## src/grid_zorder_index_codec_defines.svh

```systemverilog
// Assertion macros shared by the grid Z-order index codec RTL.
// Included by files that carry concurrent assertions; empty under synthesis.
`ifndef GRID_ZORDER_INDEX_CODEC_DEFINES_SVH
`define GRID_ZORDER_INDEX_CODEC_DEFINES_SVH
`ifndef SYNTHESIS
`define GZIC_ASSERT(lbl, prop) \
	lbl: assert property (@(posedge clk) disable iff (!arst_n) prop) \
		else $error("gzic assertion failed");
`define GZIC_NEVER(lbl, expr) \
	lbl: assert property (@(posedge clk) disable iff (!arst_n) !(expr)) \
		else $error("gzic assertion failed");
`else
`define GZIC_ASSERT(lbl, prop)
`define GZIC_NEVER(lbl, expr)
`endif
`endif

```

## src/gzic_div.sv

```systemverilog
// Pipelined restoring divider, one quotient bit per register stage.
// Standalone; a payload vector travels with each operand pair.
module gzic_div #(
	parameter int NW = 30,
	parameter int DW = 22,
	parameter int QB = 10,
	parameter int PW = 8
) (
	input  logic          clk,
	input  logic          arst_n,
	input  logic          en,
	input  logic          in_vld,
	input  logic [NW-1:0] num,
	input  logic [DW-1:0] den,
	input  logic [PW-1:0] pay_in,
	output logic          out_vld,
	output logic [QB-1:0] quo,
	output logic [NW-1:0] rem,
	output logic [PW-1:0] pay_out
);

	localparam int XW = NW + QB;

	logic          vld_q [QB];
	logic [NW-1:0] rem_q [QB];
	logic [DW-1:0] den_q [QB];
	logic [QB-1:0] quo_q [QB];
	logic [PW-1:0] pay_q [QB];

	for (genvar k = 0; k < QB; k++) begin : g_stage
		localparam int SH = QB - 1 - k;
		logic          vld_i;
		logic [NW-1:0] rem_i;
		logic [DW-1:0] den_i;
		logic [QB-1:0] quo_i;
		logic [PW-1:0] pay_i;
		logic [XW-1:0] dsh_c;
		logic [XW-1:0] rx_c;
		logic          ge_c;

		if (k == 0) begin : g_first
			assign vld_i = in_vld;
			assign rem_i = num;
			assign den_i = den;
			assign quo_i = '0;
			assign pay_i = pay_in;
		end else begin : g_next
			assign vld_i = vld_q[k-1];
			assign rem_i = rem_q[k-1];
			assign den_i = den_q[k-1];
			assign quo_i = quo_q[k-1];
			assign pay_i = pay_q[k-1];
		end

		// try subtracting the divisor aligned to this quotient bit
		assign dsh_c = XW'(den_i) << SH;
		assign rx_c  = XW'(rem_i);
		assign ge_c  = rx_c >= dsh_c;

		always_ff @(posedge clk or negedge arst_n) begin
			if (!arst_n) begin
				vld_q[k] <= 1'b0;
			end else if (en) begin
				vld_q[k] <= vld_i;
			end
		end

		always_ff @(posedge clk) begin
			if (en) begin
				rem_q[k] <= ge_c ? NW'(rx_c - dsh_c) : rem_i;
				den_q[k] <= den_i;
				quo_q[k] <= ge_c ? (quo_i | (QB'(1) << SH)) : quo_i;
				pay_q[k] <= pay_i;
			end
		end
	end

	assign out_vld = vld_q[QB-1];
	assign quo     = quo_q[QB-1];
	assign rem     = rem_q[QB-1];
	assign pay_out = pay_q[QB-1];

endmodule

```

## config.mk

```make
export PLATFORM = sky130hd
export DESIGN_NAME = gzic_div
export DESIGN_NICKNAME = d
export VERILOG_FILES = /design/src/grid_zorder_index_codec_defines.svh /design/src/gzic_div.sv
export SDC_FILE = /design/constraint.sdc
export NUM_CORES = 1
export LEC_CHECK = 0
export BUFFER_PORTS_ARGS = -buffer_cell sky130_fd_sc_hd__buf_2
export CAP_MARGIN = 20
export CORE_MARGIN = 3
export CORE_UTILIZATION = 25
export CTS_BUF_LIST = sky130_fd_sc_hd__clkbuf_2 sky130_fd_sc_hd__clkbuf_4 sky130_fd_sc_hd__clkbuf_8
export DETAILED_ROUTE_END_ITERATION = 10
export SLEW_MARGIN = 10
export SYNTH_ARGS = -nofsm -noshare
export SYNTH_HDL_FRONTEND = slang
export SYNTH_SLANG_ARGS = --single-unit
```

## constraint.sdc

```tcl
create_clock -name clk -period 5.9 [get_ports clk]
set_input_delay 0.59 -clock clk [delete_from_list [all_inputs] [get_ports clk]]
set_output_delay 0.59 -clock clk [all_outputs]
set_load 0.005 [all_outputs]
```

==> impl_metrics.py, run 1 <==
metrics = {
    "clock_tree": {
        "post_cts_buffers": 0,
        "cts_root_buffer": "clkbuf_8",
        "clk_latency_ps": 800,
        "cts_buffers": 112,
        "h-tree-depth": 3,
        "cts.clk_slew.worst_paths_ps": 60,
        "clock_sinks": 643,
        "tritoncts": "yes",
        "clockBufferDepth": 3,
    },
    "hold_path": {
        "worstHoldEndpoint": "rem_q[0][22]",
        "hold_class": "input port to register",
        "min_from": "num[22]",
        "min_delay_path_depth": 2,
    },
    "final_layout": {
        "nets": 3470,
        "syn2layout_area_growth_pct": 16.5,
        "stdcell_count": 5054,
        "drive_above_1_share_pct": 12.9,
        "final_area_um2": 40100,
        "diodes": 0,
    },
    "synthesis": {
        "ys_seq_area_share_pct": 56.0,
        "syn_area_um2": 34400,
        "syn_nets": 3250,
        "synth_cell_type_count": 87,
        "ys_ff_latch": 643,
        "syn-instance-count": 2957,
        "synthFlopType": "edfxtp_1",
        "yosysWarnings": 0,
        "avgSynthCellArea_um2": 11.6,
        "synthArstFlopShare_pct": 1.56,
        "synth_edf_count": 633,
    },
    "route": {
        "wirelength_met1_um": 32000,
        "dr.pass1.iters": 5,
        "wl_um": 68500,
        "ant_nets": 0,
        "met2_length_um": 30200,
        "drc": 0,
        "top_layer": "met4",
        "viasPerCell": 4.39,
        "wl_met3_um": 3220,
        "drt_iter0_markers": 1070,
        "vias": 22200,
        "wl_per_cell_um": 13.6,
    },
    "setup_path": {
        "r2r.worst_path.cells": 11,
        "crit_arrival_ps": 4570,
        "r2r-end": "rem_q[3][25]",
        "slowest_stage": "a211oi_4",
        "cp_top_family": "compound AO/OA/AOI/OAI gates",
        "critPathMaxStageDelay_ps": 740,
        "reg2reg_slack_ps": 1990,
        "critPathKind": "input port to register",
        "rr_startpoint": "rem_q[2][6]",
        "crit_path_start_kind": "input port",
        "crit_fanout": 17,
        "worst-endpoint-required_ps": 6440,
        "crit_buf_inv": 4,
        "worstSetupEndpointType": "register",
        "crit_chain": "dlygate4sd3_1 > buf_2 > inv_1 > ha_1 > nor4b_1 > nand4_1 > or4_1 > o31ai_1 > a221o_2 > a21oi_2 > a211oi_4 > buf_4 > mux2_2",
    },
    "sta": {
        "drv_slew": 0,
        "fin_crit_ps": 4030,
        "setup_viol": 0,
        "tightest_slew_ps": 1000,
        "worst_hold_slack_ps": 139,
        "post-route-period-util_pct": 68.3,
        "hold_viol": 0,
        "timing.setup.tns_ps": 0,
        "fmax_mhz": 248,
        "finClkSkew_ps": 46.3,
        "rsz0062_at_grt": "no",
        "relSlewSlack_pct": 32.5,
    },
    "grt": {
        "grt_max_degree": 110,
        "grt_util_all_layers_pct": 9.61,
        "grt_overflow": 0,
        "antenna_found_initial": 0,
        "grt_pass1_vias": 22200,
        "grt_pass1_wl_um": 112000,
    },
    "pwr": {
        "power_w": 0.0179,
        "peakVddDrop_v": 0.000161,
        "p_per_area_nw_per_um2": 446,
        "total_leakage_power_nw": 15.6,
    },
    "flow_run": {
        "cap_violations": 0,
    },
    "die": {
        "die_height_um": 377,
        "die_x_um": 377,
        "die_area_um2": 142000,
        "rows": 135,
        "core_area_um2": 136000,
        "ios": 113,
        "start_util_pct": 25.3,
    },
    "place": {
        "place_hpwl_um": 50600,
        "io_buffer_count": 112,
        "dpl.cell_count": 4796,
        "placed_area_um2": 37100,
        "gp_congestion": 0.868,
    },
    "outcome": {
        "status": "completed",
    },
}
-- kinds of logic (layout without fill, tap and decap cells) --
kind of cell | count (synthesis) | in the layout | synth area share (%)
AO/OA/AOI/OAI | 772 | 772 | 14.3
AND/OR/NAND/NOR | 669 | 669 | 9.28
flip-flops | 643 | 643 | 56.0
buffers and inverters | 356 | 672 | 3.97
adder cells (fa/ha/maj) | 229 | 229 | 8.55
XOR/XNOR | 205 | 205 | 5.22
multiplexers | 83 | 83 | 2.70
-- cell usage in the layout (no fill, tap or decap), types with 21 or more instances in the layout --
cell           count
xnor2_1          126
mux2_2            73
nand3_1           43
dlygate4sd3_1     48
nor3_1            38
nor2_1           204
a21o_1            95
o21ai_0          190
ha_1             219
nor2b_1           33
buf_2            111
clkbuf_4          26
o21a_1            33
clkbuf_8         115
a211oi_1          21
nand2_1          186
o21bai_1          30
a31oi_1           26
edfxtp_1         633
nand4_1           35
inv_1            278
clkinv_1          31
xor2_1            79
nand2b_1          31
a21oi_1          241
-- repair_timing --
action | CTS | global route
hold buffers | 48 | 0
endpoints found under the hold margin | 57 | 0
setup endpoints to repair | 0 | 0
resized for setup | 0 | 0
-- metal layers --
metal	GRT usage, %	vias up
met5	0	-
li1	-	11400
met3	2.31	178
met4	4.52	0
met2	15.3	499
met1	12.3	10100
-- metrics by stage --
step / worst slack, ps / utilization, %
global route: 1660 / 29.5
floorplan: 2670 / -
finish: 1870 / 29.5
detailed placement: 1550 / 27.3
CTS: 1920 / 29.5
global placement: 1680 / 27.3
-- sequential cells by signal, indices dropped and copies added (netlist names) --
name / cells
quo_q: 55
g_stage.vld_i: 9
den_q: 198
pay_q: 80
out_vld: 1
rem_q: 300
-- report_power, final --
group	internal, W	leakage [nW]	total, W	switching (W)
logic	0.00290	8.02	0.00646	0.00356
registers	0.00641	6.27	0.00699	0.000576
clock network	0.00252	1.28	0.00441	0.00188
total	0.0118	15.6	0.0179	0.00602
-- Yosys cell counts (8+ instances only) --
| cell type | n | area (um^2) |
|---|---|---|
| nand3_1 | 43 | 215 |
| nor2_1 | 204 | 766 |
| o21a_1 | 33 | 248 |
| inv_1 | 278 | 1040 |
| o31a_1 | 9 | 78.8 |
| and2_1 | 13 | 81.3 |
| nand2_1 | 186 | 698 |
| a21o_1 | 95 | 713 |
| a211oi_1 | 22 | 165 |
| o21bai_1 | 30 | 225 |
| nand2b_1 | 31 | 194 |
| edfxtp_1 | 633 | 19000 |
| nor2b_1 | 33 | 206 |
| a31o_2 | 8 | 70.1 |
| fa_1 | 10 | 200 |
| o21ai_0 | 190 | 951 |
| o211ai_1 | 10 | 75.1 |
| and3_1 | 14 | 87.6 |
| a31oi_1 | 26 | 163 |
| a211o_1 | 8 | 70.1 |
| xor2_1 | 79 | 692 |
| ha_1 | 219 | 2740 |
| mux2_2 | 73 | 822 |
| nor3_1 | 38 | 190 |
| clkbuf_1 | 62 | 233 |
| or3_1 | 8 | 50.1 |
| xnor2_1 | 126 | 1100 |
| nand4_1 | 35 | 219 |
| dfrtp_1 | 10 | 250 |
| o31ai_1 | 19 | 143 |
| nor4_1 | 18 | 113 |
| buf_2 | 9 | 45.0 |
| a21oi_1 | 241 | 1210 |
-- worst register-to-register path, cell delays in order, from the launching register on --
cell	delay (ps)
edfxtp_1	360
inv_1	90
ha_1	170
inv_1	50
fa_1	420
a211oi_1	300
o21ai_0	170
a221oi_1	380
o21ai_1	260
a311oi_4	860
inv_2	240
mux2_2	340
-- how the worst max path moves through the flow --
stage / from / to / depth (start not counted)
CTS: rem_q[2][6] / rem_q[3][25] / 11
finish: den[2] / rem_q[0][12] / 13
floorplan: rem_q[4][4] / rem_q[5][20] / 15
detailed placement: den[2] / rem_q[0][12] / 12
global route: rem_q[2][6] / rem_q[3][25] / 11
global placement: den[2] / rem_q[0][11] / 12
-- layout make-up --
| type | instances | area [um^2] |
|---|---|---|
| fillers | 13900 | 95900 |
| flip-flops and latches | 643 | 19300 |
| multi-input cells | 1958 | 13800 |
| well taps | 1781 | 2230 |
| clock buffers | 141 | 1780 |
| repair buffers | 182 | 1250 |
| inverters | 280 | 1050 |
| clock inverters | 69 | 668 |
Note: power is estimated with default switching activity, not from simulation.
==> run 2, diff against run 1 <==
==> constraint.sdc (replaced) <==
create_clock -name clk -period 3.48 [get_ports clk]
set_input_delay 0.348 -clock clk [delete_from_list [all_inputs] [get_ports clk]]
set_output_delay 0.348 -clock clk [all_outputs]
set_load 0.005 [all_outputs]
==> impl_metrics.py, run 2 (synthesis gave the netlist of run 1 again) <==
metrics = {
    "sta": {
        "drv_slew": 0,
        "hold_viol": 0,
        "finClkSkew_ps": 41.2,
        "post-route-period-util_pct": 96.7,
        "layout_setup_ws_ps": 116,
        "fmax_mhz": 297,
        "tightest_slew_ps": 657,
        "fin_crit_ps": 3360,
        "relSlewSlack_pct": 56.2,
        "worst_hold_slack_ps": 95.9,
        "setup_viol": 0,
    },
    "setup_path": {
        "crit_arrival_ps": 3870,
        "critPathLaunch": "den_q[6][0]",
        "rr_startpoint": "den_q[6][0]",
        "worstSetupEndpointType": "register",
        "r2r.worst_path.cells": 13,
        "r2r-end": "rem_q[7][6]",
        "crit_fanout": 31,
        "critPathKind": "register to register",
        "crit_path_start_kind": "register",
        "worst-endpoint-required_ps": 3980,
        "reg2reg_slack_ps": 120,
    },
    "final_layout": {
        "largest_reg_flops": 300,
        "final_common_cell": "edfxtp_1",
        "multiInputGateArea_um2": 13900,
        "stdcell_count": 5120,
        "fin_util_pct": 29.9,
        "final_area_um2": 40700,
        "largest_register": "rem_q",
        "nFillCells": 13800,
        "syn2layout_area_growth_pct": 18.2,
        "seqCellArea_um2": 19300,
        "drive_above_1_share_pct": 14.4,
        "nets": 3539,
        "most-common-layout-cells": "edfxtp_1 (633), inv_1 (278), a21oi_1 (237), ha_1 (219), nor2_1 (204)",
        "largest_registers": "rem_q (300), den_q (198), pay_q (80)",
    },
    "pwr": {
        "seq_power_share_pct": 39.4,
        "p_per_area_nw_per_um2": 740,
        "p_int_w": 0.0198,
        "switching_share_pct": 34.1,
        "combPwrFrac_pct": 38.0,
        "p_clk_share_pct": 22.6,
        "peakVddDrop_v": 0.000297,
        "switchingPower_w": 0.0103,
        "total_leakage_power_nw": 15.9,
    },
    "grt": {
        "antenna_found_initial": 1,
        "grt_overflow": 0,
        "grt_util_all_layers_pct": 9.66,
        "grt_pass1_wl_um": 113000,
        "grt_max_degree": 86,
        "grt_pass1_vias": 22300,
    },
    "die": {
        "die_height_um": 377,
        "core_area_um2": 136000,
        "die_x_um": 377,
        "die_area_um2": 142000,
        "start_util_pct": 25.3,
        "ios": 113,
        "rows": 135,
    },
    "clock_tree": {
        "h-tree-depth": 3,
        "cts_buffers": 105,
        "cts.clk_slew.worst_paths_ps": 60,
        "tritoncts": "yes",
        "cts_root_buffer": "clkbuf_8",
        "clock_sinks": 643,
        "clockBufferDepth": 3,
        "clk_latency_ps": 770,
    },
    "hold_path": {
        "worstHoldEndpoint": "den_q[7][3]",
        "min_delay_path_depth": 1,
        "min_from": "en",
        "hold_class": "input port to register",
    },
    "place": {
        "placed_area_um2": 37700,
        "gp_congestion": 0.849,
        "dpl.cell_count": 4854,
        "place_hpwl_um": 51100,
        "io_buffer_count": 112,
        "pre_cts_ws_ps": 21.1,
    },
    "route": {
        "drc": 0,
        "vias": 22600,
        "ant_nets": 0,
        "dr.pass1.iters": 5,
        "drt_iter0_markers": 1361,
        "viasPerCell": 4.41,
        "wl_um": 68900,
        "wl_per_cell_um": 13.5,
    },
    "flow_run": {
        "cap_violations": 0,
    },
    "outcome": {
        "status": "completed",
    },
}
## run 2: changes by cell type in the layout (fill, tap and decap cells not counted), sizes merged
| cell | change |
|---|---|
| buf | +60 |
| dlygate4sd3 | +15 |
| clkbuf | -11 |
| bufinv | -5 |
| clkinvlp | +3 |
| diode | +3 |
| inv | +1 |
## run 2: worst max path at each step
stage          slack [ps]  cells after the start      endpoint
6_report              120                     13   rem_q[7][6]
5_1_grt               -30                     13   rem_q[7][9]
4_1_cts                50                     13   rem_q[7][9]
3_5_place_dp           20                     13  rem_q[7][13]
3_3_place_gp          120                     13  rem_q[3][20]
2_1_floorplan         250                     15  rem_q[5][20]
## run 2: worst max-delay path, cell delays in order (launching register included)
cell and delay (ps):
edfxtp_1 420, ha_1 220, inv_1 100, fa_2 230, a211oi_2 80, o21bai_2 190
a2111oi_2 90, buf_4 160, o41ai_4 410, a21oi_2 130, o41ai_4 360, buf_4 190
buf_12 170, mux2_2 350
## run 2: power groups by stage
stage               Combinational [W]  Sequential, W  Clock [W]
detailed placement             0.0112         0.0120          0
floorplan                     0.00853         0.0116          0
global route                   0.0129         0.0120    0.00752
CTS                            0.0113         0.0119    0.00715
global placement               0.0111         0.0120          0
finish                         0.0114         0.0119    0.00681
## run 2: cell type report
type,count,area share [%]
Clock buffer,129,4.04
Antenna cell,3,0.0185
Tap cell,1781,5.48
Inverter,280,2.58
Sequential cell,643,47.4
Multi-Input combinational cell,1958,34.1
Clock inverter,68,1.35
Timing Repair Buffer,258,5.02
## run 2: what timing repair did
item / CTS / global route
buffers inserted: 0 / 2
endpoints found under the hold margin: 71 / 0
pin swaps: 0 / 7
gates cloned: 0 / 1
hold buffers: 63 / 0
gates resized for setup: 1 / 16
setup endpoints to repair: 4 / 78
## run 2: layer usage
| layer | vias to the layer above | track usage (%) | routed length [um] |
|---|---|---|---|
| met5 | - | 0 | 0 |
| met4 | 0 | 4.29 | 2990 |
| met3 | 155 | 2.18 | 3020 |
| met2 | 502 | 15.4 | 30700 |
| met1 | 10400 | 12.5 | 32200 |
| li1 | 11500 | - | - |
## run 2: metrics by stage
| stage | total power (W) | setup TNS (ps) |
|---|---|---|
| floorplan | 0.0201 | 0 |
| global placement | 0.0231 | 0 |
| detailed placement | 0.0232 | 0 |
| CTS | 0.0303 | 0 |
| global route | 0.0325 | -99.2 |
| finish | 0.0301 | 0 |
